==> config.mk <==
export PLATFORM = sky130hd
export DESIGN_NAME = pt100_pi_temperature_loop
export DESIGN_NICKNAME = d
export VERILOG_FILES = /design/src/sv/ptl_pkg.sv /design/src/sv/pt100_pi_temperature_loop.sv /design/src/sv/ptl_queue.sv /design/src/sv/ptl_front.sv /design/src/sv/ptl_back.sv
export VERILOG_INCLUDE_DIRS = /design/src /design/src/sv
export SDC_FILE = /design/constraint.sdc
export NUM_CORES = 1
export LEC_CHECK = 0
export BUFFER_PORTS_ARGS = -buffer_cell sky130_fd_sc_hd__buf_2
export CORE_ASPECT_RATIO = 0.9
export CORE_MARGIN = 2
export CORE_UTILIZATION = 31
export DETAILED_ROUTE_END_ITERATION = 6
export HOLD_SLACK_MARGIN = 0.15
export SYNTH_ARGS = -nofsm -noshare
export SYNTH_HDL_FRONTEND = slang
export SYNTH_SLANG_ARGS = --single-unit
==> constraint.sdc <==
create_clock -name aclk -period 8.7 [get_ports aclk]
set_input_delay 1.74 -clock aclk [delete_from_list [all_inputs] [get_ports aclk]]
set_output_delay 1.74 -clock aclk [all_outputs]
set_load 0.05 [all_outputs]
==> src/sv/assert_macros.svh <==
// ----------------------------------------------------------------------------
// Assertion macros for the PT100 temperature loop
// Clocked assertions on aclk; compiled out for synthesis.
// ----------------------------------------------------------------------------
`ifndef ASSERT_MACROS_SVH
`define ASSERT_MACROS_SVH

`ifndef SYNTHESIS

// checked outside reset only
`define PTL_ASSERT(name, prop, msg) \
    name: assert property (@(posedge aclk) disable iff (!aresetn) prop) else $error(msg);

// checked on every edge, reset included
`define PTL_ASSERT_ALWAYS(name, prop, msg) \
    name: assert property (@(posedge aclk) prop) else $error(msg);

`else

`define PTL_ASSERT(name, prop, msg)
`define PTL_ASSERT_ALWAYS(name, prop, msg)

`endif

`endif

==> src/sv/ptl_pkg.sv <==
// ----------------------------------------------------------------------------
// ptl_pkg
// Types and constants shared by the PT100 temperature loop modules.
// ----------------------------------------------------------------------------
`default_nettype none

package ptl_pkg;

    localparam int ADC_BITS    = 10;
    localparam int TEMP_BITS   = 7;
    localparam int DUTY_BITS   = 8;
    localparam int GAIN_BITS   = 8;
    localparam int ERR_BITS    = 8;
    localparam int CFG_IDX_BITS = 2;
    localparam int CFG_DATA_BITS = 8;

    localparam int QUEUE_DEPTH = 2;
    localparam int QUEUE_PTR_BITS = $clog2(QUEUE_DEPTH);
    localparam int QUEUE_CNT_BITS = $clog2(QUEUE_DEPTH + 1);

    // register indexes
    localparam logic [CFG_IDX_BITS-1:0] REG_SETPOINT = 2'd0;
    localparam logic [CFG_IDX_BITS-1:0] REG_GAIN_S0  = 2'd1;
    localparam logic [CFG_IDX_BITS-1:0] REG_GAIN_S1  = 2'd2;

    localparam logic [TEMP_BITS-1:0]  RST_SETPOINT = 7'd0;
    localparam logic signed [GAIN_BITS-1:0] RST_GAIN_S0 = 8'sd6;
    localparam logic signed [GAIN_BITS-1:0] RST_GAIN_S1 = -8'sd3;

    // conversion constants
    localparam logic [ADC_BITS:0] ADC_FULL   = 11'd1024;
    localparam logic [13:0]       R_OFFSET   = 14'd12769;
    // floor(x/25) = (x * 41944) >> 20 for x < 43690
    localparam logic [15:0]       RECIP_25   = 16'd41944;
    localparam int                SHIFT_25   = 20;
    // floor(x/125) = (x * 134218) >> 24 for x < 493000
    localparam logic [17:0]       RECIP_125  = 18'd134218;
    localparam int                SHIFT_125  = 24;
    localparam logic [9:0]        T_OFFSET   = 10'd260;
    localparam logic [9:0]        T_SAT_HIGH = 10'd387;   // 260 + 127

    localparam logic [DUTY_BITS-1:0] DUTY_MAX = 8'd255;

    typedef struct packed {
        logic [TEMP_BITS-1:0]         setpoint;
        logic signed [GAIN_BITS-1:0]  gain_s0;
        logic signed [GAIN_BITS-1:0]  gain_s1;
    } cfg_t;

    typedef struct packed {
        logic full;
        logic empty;
    } queue_status_t;

endpackage

`default_nettype wire

==> src/sv/pt100_pi_temperature_loop.sv <==
// ----------------------------------------------------------------------------
// pt100_pi_temperature_loop
// PT100 temperature measurement with an incremental PI controller.
// ----------------------------------------------------------------------------
// Each 10-bit ADC sample is turned into whole degrees (0..127) by a front end
// (two constant reciprocal multiplies with registers between them), passed
// through a two-entry queue, and a back end runs the PI step
// u = acc + gain_s0*e + gain_s1*e_prev, keeps the saturated u as the new
// accumulator and returns the duty clamped to 0..255 with the temperature, the
// peak since reset and the error. The front end takes no new sample until it
// has pushed the last one into the queue. Setpoint and gains are written
// through cfg_wr_en/cfg_index/cfg_wdata; the user must do so only while the
// block is idle; the block does not enforce it. Indexes above two are ignored.
`default_nettype none

module pt100_pi_temperature_loop
    import ptl_pkg::*;
(
    input  wire logic                     aclk,
    input  wire logic                     aresetn,
    input  wire logic                     cfg_wr_en,
    input  wire logic [CFG_IDX_BITS-1:0]  cfg_index,
    input  wire logic [CFG_DATA_BITS-1:0] cfg_wdata,
    input  wire logic                     s_valid,
    output      logic                     s_ready,
    input  wire logic [ADC_BITS-1:0]      s_adc_sample,
    output      logic                     m_valid,
    input  wire logic                     m_ready,
    output      logic [DUTY_BITS-1:0]     m_pwm_duty,
    output      logic [TEMP_BITS-1:0]     m_temperature,
    output      logic [TEMP_BITS-1:0]     m_max_temperature,
    output      logic [ERR_BITS-1:0]      m_control_error
);

    cfg_t          cfg_reg;
    queue_status_t q_status;
    logic                 q_push, q_pop;
    logic [TEMP_BITS-1:0] q_push_data, q_pop_data;

    always_ff @(posedge aclk) begin
        if (!aresetn) begin
            cfg_reg.setpoint <= RST_SETPOINT;
            cfg_reg.gain_s0  <= RST_GAIN_S0;
            cfg_reg.gain_s1  <= RST_GAIN_S1;
        end else if (cfg_wr_en) begin
            unique case (cfg_index)
                REG_SETPOINT: cfg_reg.setpoint <= cfg_wdata[TEMP_BITS-1:0];
                REG_GAIN_S0:  cfg_reg.gain_s0  <= $signed(cfg_wdata[GAIN_BITS-1:0]);
                REG_GAIN_S1:  cfg_reg.gain_s1  <= $signed(cfg_wdata[GAIN_BITS-1:0]);
                default: ;
            endcase
        end
    end

    ptl_front u_front (
        .aclk         (aclk),
        .aresetn      (aresetn),
        .s_valid      (s_valid),
        .s_ready      (s_ready),
        .s_adc_sample (s_adc_sample),
        .q_status     (q_status),
        .q_push       (q_push),
        .q_push_data  (q_push_data)
    );

    ptl_queue u_queue (
        .aclk      (aclk),
        .aresetn   (aresetn),
        .push      (q_push),
        .push_data (q_push_data),
        .pop       (q_pop),
        .pop_data  (q_pop_data),
        .status    (q_status)
    );

    ptl_back u_back (
        .aclk              (aclk),
        .aresetn           (aresetn),
        .cfg               (cfg_reg),
        .q_status          (q_status),
        .q_pop_data        (q_pop_data),
        .q_pop             (q_pop),
        .m_valid           (m_valid),
        .m_ready           (m_ready),
        .m_pwm_duty        (m_pwm_duty),
        .m_temperature     (m_temperature),
        .m_max_temperature (m_max_temperature),
        .m_control_error   (m_control_error)
    );

endmodule

`default_nettype wire

==> src/sv/ptl_queue.sv <==
// ----------------------------------------------------------------------------
// ptl_queue
// Short FIFO of converted temperatures between the front and back ends.
// ----------------------------------------------------------------------------
`default_nettype none
`include "assert_macros.svh"

module ptl_queue
    import ptl_pkg::*;
(
    input  wire logic                 aclk,
    input  wire logic                 aresetn,
    input  wire logic                 push,
    input  wire logic [TEMP_BITS-1:0] push_data,
    input  wire logic                 pop,
    output      logic [TEMP_BITS-1:0] pop_data,
    output      queue_status_t        status
);

    logic [TEMP_BITS-1:0]      mem_reg [QUEUE_DEPTH];
    logic [QUEUE_PTR_BITS-1:0] wr_ptr_reg, wr_ptr_next;
    logic [QUEUE_PTR_BITS-1:0] rd_ptr_reg, rd_ptr_next;
    logic [QUEUE_CNT_BITS-1:0] count_reg, count_next;
    logic                      do_push, do_pop;

    assign status.full  = (count_reg == QUEUE_CNT_BITS'(QUEUE_DEPTH));
    assign status.empty = (count_reg == '0);
    assign do_push = push && !status.full;
    assign do_pop  = pop && !status.empty;
    assign pop_data = mem_reg[rd_ptr_reg];

    always_comb begin
        wr_ptr_next = wr_ptr_reg;
        rd_ptr_next = rd_ptr_reg;
        count_next  = count_reg;
        if (do_push) begin
            wr_ptr_next = (wr_ptr_reg == QUEUE_PTR_BITS'(QUEUE_DEPTH - 1)) ? '0
                          : wr_ptr_reg + 1'b1;
        end
        if (do_pop) begin
            rd_ptr_next = (rd_ptr_reg == QUEUE_PTR_BITS'(QUEUE_DEPTH - 1)) ? '0
                          : rd_ptr_reg + 1'b1;
        end
        if (do_push && !do_pop) begin
            count_next = count_reg + 1'b1;
        end else if (do_pop && !do_push) begin
            count_next = count_reg - 1'b1;
        end
    end

    always_ff @(posedge aclk) begin
        if (!aresetn) begin
            wr_ptr_reg <= '0;
            rd_ptr_reg <= '0;
            count_reg  <= '0;
        end else begin
            wr_ptr_reg <= wr_ptr_next;
            rd_ptr_reg <= rd_ptr_next;
            count_reg  <= count_next;
        end
    end

    always_ff @(posedge aclk) begin
        if (do_push) begin
            mem_reg[wr_ptr_reg] <= push_data;
        end
    end

    `PTL_ASSERT(a_count_bound, count_reg <= QUEUE_CNT_BITS'(QUEUE_DEPTH), "queue count exceeds depth")
    `PTL_ASSERT(a_no_overflow, push |-> !status.full, "push into full queue")
    `PTL_ASSERT(a_no_underflow, pop |-> !status.empty, "pop from empty queue")

endmodule

`default_nettype wire

==> src/sv/ptl_front.sv <==
// ----------------------------------------------------------------------------
// ptl_front
// Takes ADC samples and converts each to whole degrees.
// ----------------------------------------------------------------------------
`default_nettype none
`include "assert_macros.svh"

module ptl_front
    import ptl_pkg::*;
(
    input  wire logic                 aclk,
    input  wire logic                 aresetn,
    input  wire logic                 s_valid,
    output      logic                 s_ready,
    input  wire logic [ADC_BITS-1:0]  s_adc_sample,
    input  wire queue_status_t        q_status,
    output      logic                 q_push,
    output      logic [TEMP_BITS-1:0] q_push_data
);

    localparam logic [1:0] F_IDLE  = 2'd0;
    localparam logic [1:0] F_RES   = 2'd1;
    localparam logic [1:0] F_SCALE = 2'd2;
    localparam logic [1:0] F_TEMP  = 2'd3;

    logic [1:0]  state_reg, state_next;
    logic [14:0] x_reg;          // 31 * v
    logic [13:0] r_reg;          // resistance, hundredths of an ohm
    logic [17:0] y_reg;          // 13 * r

    logic [ADC_BITS:0] v;
    logic [14:0]       x_next;
    logic [30:0]       prod_25;
    logic [13:0]       r_next;
    logic [17:0]       y_next;
    logic [33:0]       prod_125;
    logic [9:0]        z;

    assign s_ready = (state_reg == F_IDLE);

    assign v       = ADC_FULL - {1'b0, s_adc_sample};
    assign x_next  = (15'(v) << 5) - 15'(v);
    assign prod_25 = {16'd0, x_reg} * {15'd0, RECIP_25};
    assign r_next  = R_OFFSET - {3'd0, prod_25[SHIFT_25 +: 11]};
    assign y_next  = (18'(r_reg) << 3) + (18'(r_reg) << 2) + 18'(r_reg);
    assign prod_125 = {18'd0, y_reg[17:2]} * {16'd0, RECIP_125};
    assign z       = prod_125[SHIFT_125 +: 10];

    always_comb begin
        if (z < T_OFFSET) begin
            q_push_data = '0;
        end else if (z > T_SAT_HIGH) begin
            q_push_data = '1;
        end else begin
            q_push_data = TEMP_BITS'(z - T_OFFSET);
        end
    end

    assign q_push = (state_reg == F_TEMP) && !q_status.full;

    always_comb begin
        state_next = state_reg;
        unique case (state_reg)
            F_IDLE: begin
                if (s_valid) begin
                    state_next = F_RES;
                end
            end
            F_RES:   state_next = F_SCALE;
            F_SCALE: state_next = F_TEMP;
            F_TEMP: begin
                if (!q_status.full) begin
                    state_next = F_IDLE;
                end
            end
            default: state_next = F_IDLE;
        endcase
    end

    always_ff @(posedge aclk) begin
        if (!aresetn) begin
            state_reg <= F_IDLE;
        end else begin
            state_reg <= state_next;
        end
    end

    always_ff @(posedge aclk) begin
        if (s_valid && s_ready) begin
            x_reg <= x_next;
        end
        if (state_reg == F_RES) begin
            r_reg <= r_next;
        end
        if (state_reg == F_SCALE) begin
            y_reg <= y_next;
        end
    end

    `PTL_ASSERT(a_push_only_in_temp, q_push |-> state_reg == F_TEMP, "push outside final step")
    `PTL_ASSERT(a_transfer_starts_work, (s_valid && s_ready) |=> state_reg == F_RES, "sample transfer did not start conversion")

endmodule

`default_nettype wire

==> src/sv/ptl_back.sv <==
// ----------------------------------------------------------------------------
// ptl_back
// Incremental PI step, peak tracking and the registered result stage.
// ----------------------------------------------------------------------------
`default_nettype none
`include "assert_macros.svh"

module ptl_back
    import ptl_pkg::*;
(
    input  wire logic                  aclk,
    input  wire logic                  aresetn,
    input  wire cfg_t                  cfg,
    input  wire queue_status_t         q_status,
    input  wire logic [TEMP_BITS-1:0]  q_pop_data,
    output      logic                  q_pop,
    output      logic                  m_valid,
    input  wire logic                  m_ready,
    output      logic [DUTY_BITS-1:0]  m_pwm_duty,
    output      logic [TEMP_BITS-1:0]  m_temperature,
    output      logic [TEMP_BITS-1:0]  m_max_temperature,
    output      logic [ERR_BITS-1:0]   m_control_error
);

    localparam logic B_MUL = 1'b0;
    localparam logic B_ACC = 1'b1;

    logic state_reg, state_next;
    logic out_valid_reg;

    logic signed [31:0]         acc_reg;
    logic signed [ERR_BITS-1:0] prev_err_reg;
    logic [TEMP_BITS-1:0]       peak_reg;

    logic [TEMP_BITS-1:0]       t_reg;
    logic signed [ERR_BITS-1:0] e_reg;
    logic signed [15:0]         p0_reg, p1_reg;

    logic [DUTY_BITS-1:0]  duty_reg;
    logic [TEMP_BITS-1:0]  temp_out_reg;
    logic [TEMP_BITS-1:0]  peak_out_reg;
    logic [ERR_BITS-1:0]   err_out_reg;

    logic signed [8:0]          e_wide;
    logic signed [ERR_BITS-1:0] e_next;
    logic signed [15:0]         p0_next, p1_next;
    logic signed [33:0]         sum;
    logic signed [31:0]         acc_next;
    logic [DUTY_BITS-1:0]       duty_next;
    logic [TEMP_BITS-1:0]       peak_next;
    logic                       out_free;
    logic                       commit;

    assign out_free = !out_valid_reg || m_ready;
    assign q_pop    = (state_reg == B_MUL) && !q_status.empty;
    assign commit   = (state_reg == B_ACC) && out_free;

    assign e_wide  = $signed({2'b00, cfg.setpoint}) - $signed({2'b00, q_pop_data});
    assign e_next  = e_wide[ERR_BITS-1:0];
    assign p0_next = cfg.gain_s0 * e_next;
    assign p1_next = cfg.gain_s1 * prev_err_reg;

    assign sum = 34'(acc_reg) + 34'(p0_reg) + 34'(p1_reg);

    always_comb begin
        if (sum > 34'sh0_7FFF_FFFF) begin
            acc_next = 32'sh7FFF_FFFF;
        end else if (sum < -34'sh0_8000_0000) begin
            acc_next = 32'sh8000_0000;
        end else begin
            acc_next = sum[31:0];
        end
        if (sum < 0) begin
            duty_next = '0;
        end else if (sum > 34'(DUTY_MAX)) begin
            duty_next = DUTY_MAX;
        end else begin
            duty_next = sum[DUTY_BITS-1:0];
        end
        peak_next = (t_reg > peak_reg) ? t_reg : peak_reg;
    end

    always_comb begin
        state_next = state_reg;
        unique case (state_reg)
            B_MUL: begin
                if (!q_status.empty) begin
                    state_next = B_ACC;
                end
            end
            B_ACC: begin
                if (out_free) begin
                    state_next = B_MUL;
                end
            end
            default: state_next = B_MUL;
        endcase
    end

    always_ff @(posedge aclk) begin
        if (!aresetn) begin
            state_reg     <= B_MUL;
            out_valid_reg <= 1'b0;
            acc_reg       <= '0;
            prev_err_reg  <= '0;
            peak_reg      <= '0;
        end else begin
            state_reg <= state_next;
            if (commit) begin
                out_valid_reg <= 1'b1;
                acc_reg       <= acc_next;
                prev_err_reg  <= e_reg;
                peak_reg      <= peak_next;
            end else if (m_ready) begin
                out_valid_reg <= 1'b0;
            end
        end
    end

    always_ff @(posedge aclk) begin
        if (q_pop) begin
            t_reg  <= q_pop_data;
            e_reg  <= e_next;
            p0_reg <= p0_next;
            p1_reg <= p1_next;
        end
        if (commit) begin
            duty_reg     <= duty_next;
            temp_out_reg <= t_reg;
            peak_out_reg <= peak_next;
            err_out_reg  <= e_reg;
        end
    end

    assign m_valid           = out_valid_reg;
    assign m_pwm_duty        = duty_reg;
    assign m_temperature     = temp_out_reg;
    assign m_max_temperature = peak_out_reg;
    assign m_control_error   = err_out_reg;

    `PTL_ASSERT(a_peak_covers_temp, m_valid |-> m_max_temperature >= m_temperature, "peak below temp")
    `PTL_ASSERT(a_negative_acc_zero_duty, (m_valid && acc_reg < 0) |-> m_pwm_duty == '0, "duty set")
    `PTL_ASSERT(a_commit_sets_valid, commit |=> m_valid, "result lost after commit")

endmodule

`default_nettype wire
==> results of run 1 <==
-- stage by stage --
stage | hold slack [ns] | setup WS, ns | utilization, %
6_report | 0.4846 | 1.995 | 34.18
5_1_grt | 0.5217 | 1.432 | 34.17
4_1_cts | 0.4873 | 1.975 | 34.17
3_5_place_dp | 0.4780 | 1.974 | 33.14
3_3_place_gp | 0.4678 | 2.120 | 33.14
2_1_floorplan | 0.4262 | 2.280 | -
-- layout by cell type, fill, tap and decap left out, types with 28 or more instances in the layout --
cell	n
inv_1	429
ha_1	365
fa_1	263
nand2_1	136
edfxtp_1	135
nor2_1	120
a21oi_1	92
dfxtp_1	79
and2_1	77
xnor2_1	77
buf_2	56
o21ai_0	53
a21o_1	44
xor2_1	39
nor3_1	38
o221a_1	28
-- critical path, stage by stage, from the launching register on --
cell,delay (ns)
dfxtp_1,0.55
mux2i_1,0.42
ha_1,0.31
a21o_1,0.17
a21o_1,0.19
a21oi_1,0.16
o21bai_1,0.11
a21o_1,0.18
a21o_1,0.29
or2_2,0.33
fa_1,0.51
fa_1,0.51
fa_1,0.55
inv_1,0.06
fa_1,0.47
ha_1,0.35
o21ai_0,0.11
a21boi_0,0.15
o21ai_0,0.23
a21boi_0,0.16
o21a_1,0.20
o21ai_0,0.14
nand2b_1,0.07
a21oi_1,0.17
xnor2_1,0.08
-- synth_stat cells (9+ instances only) --
| master | count |
|---|---|
| inv_1 | 431 |
| ha_1 | 365 |
| fa_1 | 263 |
| nand2_1 | 136 |
| edfxtp_1 | 135 |
| nor2_1 | 120 |
| a21oi_1 | 92 |
| dfxtp_1 | 79 |
| and2_1 | 77 |
| xnor2_1 | 77 |
| o21ai_0 | 53 |
| a21o_1 | 44 |
| clkbuf_1 | 43 |
| xor2_1 | 39 |
| nor3_1 | 38 |
| o221a_1 | 28 |
| nand3_1 | 27 |
| mux2i_1 | 24 |
| nand2b_1 | 22 |
| a211oi_1 | 21 |
| nor2b_1 | 20 |
| a31oi_1 | 17 |
| o21bai_1 | 14 |
| nand4_1 | 13 |
| a21boi_0 | 11 |
| and3_1 | 10 |
| o21a_1 | 10 |
| or3_1 | 10 |
| o21ai_1 | 9 |
-- metal layers --
layer | GRT usage (%) | up-vias | wire, µm
met1 | 19.07 | 7706 | 25110
met4 | 1.884 | 14 | 636
li1 | - | 7998 | -
met5 | 0 | - | 79
met2 | 20.53 | 233 | 21620
met3 | 2.815 | 50 | 2977
-- worst paths after layout --
| kind | from | endpoint | slack [ns] | cells past startpoint |
|---|---|---|---|---|
| worst max-delay path | flip-flop | u_back.p0_reg[14]$_DFFE_PP_ | 1.99 | 24 |
| worst min-delay path | u_back.peak_reg[3]$_SDFFE_PN0P_ | u_back.peak_reg[3]$_SDFFE_PN0P_ | 0.48 | 2 |
| worst max register to register | flip-flop | u_back.p0_reg[14]$_DFFE_PP_ | 1.99 | 24 |
| worst min register to register | u_back.peak_reg[3]$_SDFFE_PN0P_ | u_back.peak_reg[3]$_SDFFE_PN0P_ | 0.48 | 2 |
-- cell type report --
| type | count | share of cell area [%] |
|---|---|---|
| multi-input cells | 1658 | 62.78 |
| flip-flops and latches | 214 | 21.65 |
| inverters | 431 | 6.216 |
| clock inverters | 11 | 0.3654 |
| diodes | 2 | 0.01923 |
| repair buffers | 66 | 1.365 |
| well taps | 1029 | 4.947 |
| clock buffers | 34 | 2.654 |
-- cell families after synthesis --
group           synth area share (%)
simple gates                   10.52
flops                          23.66
compound gates                 10.89
mux                            1.434
xor+xnor                       4.266
buf+inv                        7.738
fa+ha+maj                      41.49
==> run summary, run 1 <==
Outcome: complete, no violations
Global placement routability congestion: 0.8462
Leading area contributor after synthesis: fa_1
Total gr overflow: 0
Max Clock Freq: 149.1 MHz
# rows: 96
Post-Syn Instances: 2358
Post-synthesis cell area: 0.02382 mm²
Post-cts gate resize count: 0
Initial core utilization: 31.28%
Yosys warns: 0
Yosys reg bits: 214
Detailed-route vias per instance: 4.645
DR pass1 iterations: 5
Critical Path Fanout Max: 10
Nature of the critical path endpoint: flip-flop
Post-synth EDFFs: 135
Tightest Pin Transition: 0.9566 ns
Area delta synth->final: 9.272%
Crit Path Category: flip-flop to flip-flop
Num ports: 57
Layout cells sized above 1: 5.551%
Arr. time, crit path: 6.99 ns
Dpl hpwl: 41280 µm
Setup TNS: 0 ns
GRT Util Overall: 13.19%
WL final: 50420 µm
Dpl cells: 3398
DRT antenna net count: 0
Hold Crit Class: flip-flop to flip-flop
CTS Buf Count: 25
CTS tree: yes
Initial antenna violation count: 12
Die H: 267.0 µm
# fillers: 7828
Vias in the first global route: 16.44k
Multi-input logic area: 0.01634 mm²
Core area: 0.07615 mm²
H-tree depth: 1
First-pass GRT wire length: 84700 µm
Non-Filler Instances: 3445
Nets: 3049
Sequential share of the synthesized area: 23.66%
Design area: 0.02603 mm²
Clk slew on worst S/H paths: 0.06 ns
Slew margin rel.: 36.23%
1st-iter DRT viols: 770
# DRC: 0
Root Buffer Master: clkbuf_16
Ys async rst share: 0%
Synth Area per Inst: 10.10 µm²
Crit path required time: 8.99 ns
Slew Viols, Final: 0
Top cells by area in the synthesized netlist: fa_1 (22%), ha_1 (19%), edfxtp_1 (17%)
Post-synth top area share: 22.11%
Unrepaired setup endpoints after global routing: no
Max reg flops: 32
Syn nets: 3011
Via count: 16.00k
Die X: 296.2 µm
Final period util: 77.07%
Routed len/inst: 14.64 µm
Top FF cell, synth: edfxtp_1
Clock tree buffer depth: 3
Pin count of the biggest net entering global routing: 71
Sink Count: 214
Register area: 0.005635 mm²
Critical path launch point type: flip-flop
Min Tclk post-route: 6.705 ns
Netlist cell types: 81
Placement Cell Area: 0.02524 mm²
Worst-Skew Late Latency: 0.53 ns
Final setup viols: 0
Skew final: 0.01321 ns
IO buf count: 56
Max-Cap Viols: 0
Final Hold Vio Count: 0
Hold-fix buffers, CTS: 0
Setup Buffers After CTS: 0
Die ar.: 0.07907 mm²
Power of run 1 is not shown: default switching activity piles up to over one toggle a cycle in this logic, so the estimate is an artifact.
==> run 2, diff against run 1 <==
ABC_AREA = 1   (was default)
clock period = 6.25 ns   (was 8.7 ns; I/O delays follow)
==> run summary, run 2 <==
Root Buffer Master: clkbuf_16
Routed len/inst: 13.56 µm
Top FF cell, synth: edfxtp_1
Worst hold slack: 0.4500 ns
# DRC: 0
Post-synth EDFFs: 135
Top cells by area in the synthesized netlist: fa_1 (20%), ha_1 (18%), edfxtp_1 (16%)
DR pass1 iterations: 5
Synth Area per Inst: 7.997 µm²
Final setup viols: 0
Pin count of the biggest net entering global routing: 68
Yosys warns: 0
Setup TNS: 0 ns
Final Hold Vio Count: 0
Crit Path Category: flip-flop to flip-flop
Die X: 309.8 µm
Post-Syn Instances: 3262
Min Tclk post-route: 5.911 ns
Via count: 20.20k
Syn nets: 3915
Critical Path Fanout Max: 6
1st-iter DRT viols: 1064
Critical Path Most Common Cell: nand2_1
Nets: 3985
Nature of the critical path endpoint: flip-flop
HP Start: u_queue.rd_ptr_reg$_SDFFE_PN0P_
Commonest non-fill, non-tap cell in the layout: inv_1
First-pass GRT wire length: 101800 µm
Post-synthesis cell area: 0.02609 mm²
Max reg flops: 32
Vias in the first global route: 20.21k
Post-synth top cells: inv_1 (766), nand2_1 (759), ha_1 (365)
Critical path's slowest cell: fa_1
Slowest stage delay, CP: 0.58 ns
CTS tree: yes
Final setup margin: 0.3392 ns
Outcome: complete, no violations
Max Clock Freq: 169.2 MHz
Clock tree buffer depth: 3
Post-Place Setup Slack: 0.1116 ns
Core area: 0.08308 mm²
# rows: 100
Post-synth top area share: 20.18%
# diodes: 0
WL final: 60710 µm
Area delta synth->final: 10.37%
Final period util: 94.57%
DRT antenna net count: 0
Crit path required time: 6.58 ns
Placement Cell Area: 0.02776 mm²
Design area: 0.02879 mm²
Initial antenna violation count: 1
Dpl hpwl: 51070 µm
H-tree depth: 1
Tightest Pin Transition: 1.170 ns
Total gr overflow: 0
Slew Viols, Final: 0
Worst-Skew Late Latency: 0.58 ns
Most common cell in the netlist: inv_1
Global placement routability congestion: 0.9322
CTS Buf Count: 28
Unrepaired setup endpoints after global routing: no
Commonest non-fill, non-tap cells in the layout: inv_1 (765), nand2_1 (759), ha_1 (362), fa_1 (263), nor2_1 (217)
Hold Crit Class: flip-flop to flip-flop
Max-Cap Viols: 0
Slew margin rel.: 21.73%
IO buf count: 56
Netlist cell types: 49
Arr. time, crit path: 6.24 ns
Ys async rst share: 0%
Sequential share of the synthesized area: 21.60%
Die ar.: 0.08649 mm²
GRT Util Overall: 14.42%
Die H: 279.2 µm
Skew final: 0.01231 ns
Critical path launch point type: flip-flop
Clk slew on worst S/H paths: 0.06 ns
Layout cells sized above 1: 6.052%
Hold-fix buffers, CTS: 0
Yosys reg bits: 214
Initial core utilization: 31.40%
Num ports: 57
Leading area contributor after synthesis: fa_1
Sink Count: 214
Detailed-route vias per instance: 4.513
## run 2: routing by layer
layer | part of all wire (%) | global-route usage (%)
met1 | 50 | 21.17
met2 | 44 | 23.02
met3 | 4.1 | 1.715
met4 | 1.5 | 2.242
met5 | 0 | 0
## run 2: worst paths after layout
kind / end / slack [ns] / cells after the start
worst min register to register: flip-flop / 0.45 / 1
worst max register to register: u_back.p0_reg[14]$_DFFE_PP_ / 0.34 / 29
worst max-delay path: u_back.p0_reg[14]$_DFFE_PP_ / 0.34 / 29
worst min-delay path: flip-flop / 0.45 / 1
## run 2: cells by family (layout without fill, tap and decap cells)
| kind of cell | count (synthesis) | in the layout | share of synthesized area [%] |
|---|---|---|---|
| compound gates | 313 | 313 | 6.834 |
| flops | 214 | 214 | 21.60 |
| xor+xnor | 85 | 85 | 2.854 |
| simple gates | 1211 | 1211 | 19.18 |
| buf+inv | 810 | 902 | 11.80 |
| mux | 1 | 1 | 0.04316 |
| fa+ha+maj | 628 | 628 | 37.69 |
## run 2: cell type report
class                      count  area, µm²
clock buffer                  33      782.0
multi-input combinational   2238      17440
fill                        8783      54290
sequential                   214       5639
timing repair buffer          78      445.4
tap                         1122       1404
inverter                     772       2898
clock inverter                19      186.4
## run 2: repair_timing
item	CTS	global route
gates resized for setup	0	18
endpoints found under the setup margin	0	6
buffers inserted	0	1
## run 2: metrics by stage
stage | cells | utilization (%)
final | 4476 | 34.66
after global routing | 4476 | 34.66
after CTS | 4475 | 34.58
after detailed placement | 4423 | 33.41
after global placement | 4423 | 33.41
after floorplan | 3262 | -
## run 2: critical path: cells and delay by family, from the launching register on
family | cells | cell delay, ns
fa+ha+maj | 6 | 2.47
simple gates | 11 | 1.33
compound gates | 7 | 0.85
flops | 1 | 0.38
mux | 1 | 0.35
buf+inv | 3 | 0.22
xor+xnor | 1 | 0.07
Power of run 2 is left out for the same reason.
==> run 3, diff against run 2 <==
CTS_BUF_LIST = sky130_fd_sc_hd__clkbuf_16   (was default)
REMOVE_ABC_BUFFERS = 1   (was default)
==> run summary, run 3 (synthesis results as in run 2) <==
Root Buffer Master: clkbuf_16
WL final: 60410 µm
Setup Buffers After CTS: 0
Critical path launch point type: flip-flop
Final setup viols: 0
Total gr overflow: 0
Die ar.: 0.08649 mm²
Max-Cap Viols: 0
Initial antenna violation count: 0
Tightest Pin Transition: 1.000 ns
1st-iter DRT viols: 1168
Critical path's slowest cell: fa_1
CTS tree: yes
Initial core utilization: 31.40%
Crit Path Category: flip-flop to flip-flop
Most used routing layer: met2
Global placement routability congestion: 0.8833
Setup slack, reg-to-reg: 0.32 ns
Core area: 0.08308 mm²
Num ports: 57
Nets: 3981
Layout cells sized above 1: 5.795%
Final period util: 94.94%
Area delta synth->final: 9.851%
Clock tree buffer depth: 3
Die H: 279.2 µm
Final Hold Vio Count: 0
Max Clock Freq: 168.5 MHz
Commonest non-fill, non-tap cells in the layout: inv_1 (766), nand2_1 (758), ha_1 (362), fa_1 (262), nor2_1 (216)
Delay-heaviest family, CP: adder cells
Sink Count: 214
Worst Path Buf+Inv: 3
Min Tclk post-route: 5.934 ns
Met1 capacity usage during global routing: 21.24%
First-pass GRT wire length: 101800 µm
GR Util met3: 1.746%
Routed len/inst: 13.51 µm
IO buf count: 56
# diodes: 0
Dpl hpwl: 50290 µm
DR pass1 iterations: 6
Arr. time, crit path: 6.26 ns
Hold Crit Class: flip-flop to flip-flop
Vias in the first global route: 20.15k
H-tree depth: 1
Detailed-route vias per instance: 4.477
Commonest non-fill, non-tap cell in the layout: inv_1
CTS Buf Count: 26
Pin count of the biggest net entering global routing: 69
Grt met2 use: 22.68%
DRT antenna net count: 0
Setup TNS: 0 ns
Hold-fix buffers, CTS: 0
Max reg flops: 32
Worst-Skew Late Latency: 0.58 ns
Critical Path Fanout Max: 8
Skew final: 0.02196 ns
Slowest stage delay, CP: 0.55 ns
# rows: 100
# DRC: 0
Crit path required time: 6.58 ns
Slew Viols, Final: 0
Nature of the critical path endpoint: flip-flop
Outcome: complete, no violations
Via count: 20.01k
Slew margin rel.: 33.17%
Post-cts gate resize count: 0
Die X: 309.8 µm
Clk slew on worst S/H paths: 0.07 ns
GRT Util Overall: 14.46%
Critical Path Most Common Cell: nand2_1
run 3: cell type report:
| cell class | count | area, µm² |
|---|---|---|
| clock buffer | 29 | 725.7 |
| multi-input combinational | 2238 | 17440 |
| timing repair buffer | 76 | 430.4 |
| inverter | 772 | 2898 |
| tap | 1122 | 1404 |
| clock inverter | 19 | 116.4 |
| fill | 8828 | 54420 |
| sequential | 214 | 5639 |
run 3: path summary, 6_finish.rpt:
check / start / to / cells past startpoint
worst max-delay path: flip-flop / u_back.p0_reg[14]$_DFFE_PP_ / 29
worst min-delay path: u_queue.rd_ptr_reg$_SDFFE_PN0P_ / flip-flop / 1
worst max register to register: flip-flop / u_back.p0_reg[14]$_DFFE_PP_ / 29
worst min register to register: u_queue.rd_ptr_reg$_SDFFE_PN0P_ / flip-flop / 1
run 3: layer usage:
metal / routed length, µm / part of all wire [%]
met1: 30600 / 51
met2: 26040 / 43
met3: 2582 / 4.3
met4: 1184 / 2.0
met5: 0 / 0
run 3: stage by stage:
stage	std cells	setup WS [ns]	util [%]	cell area (µm²)	hold slack [ns]
global placement	4422	0.1100	33.40	27750	0.4360
CTS	4470	0.02754	34.42	28590	0.4380
finish	4470	0.3161	34.49	28660	0.4295
floorplan	3224	0.2386	-	25910	0.4255
global route	4470	-0.02079	34.49	28660	0.4508
detailed placement	4422	0.07135	33.40	27750	0.4417
Power of run 3 is left out for the same reason.
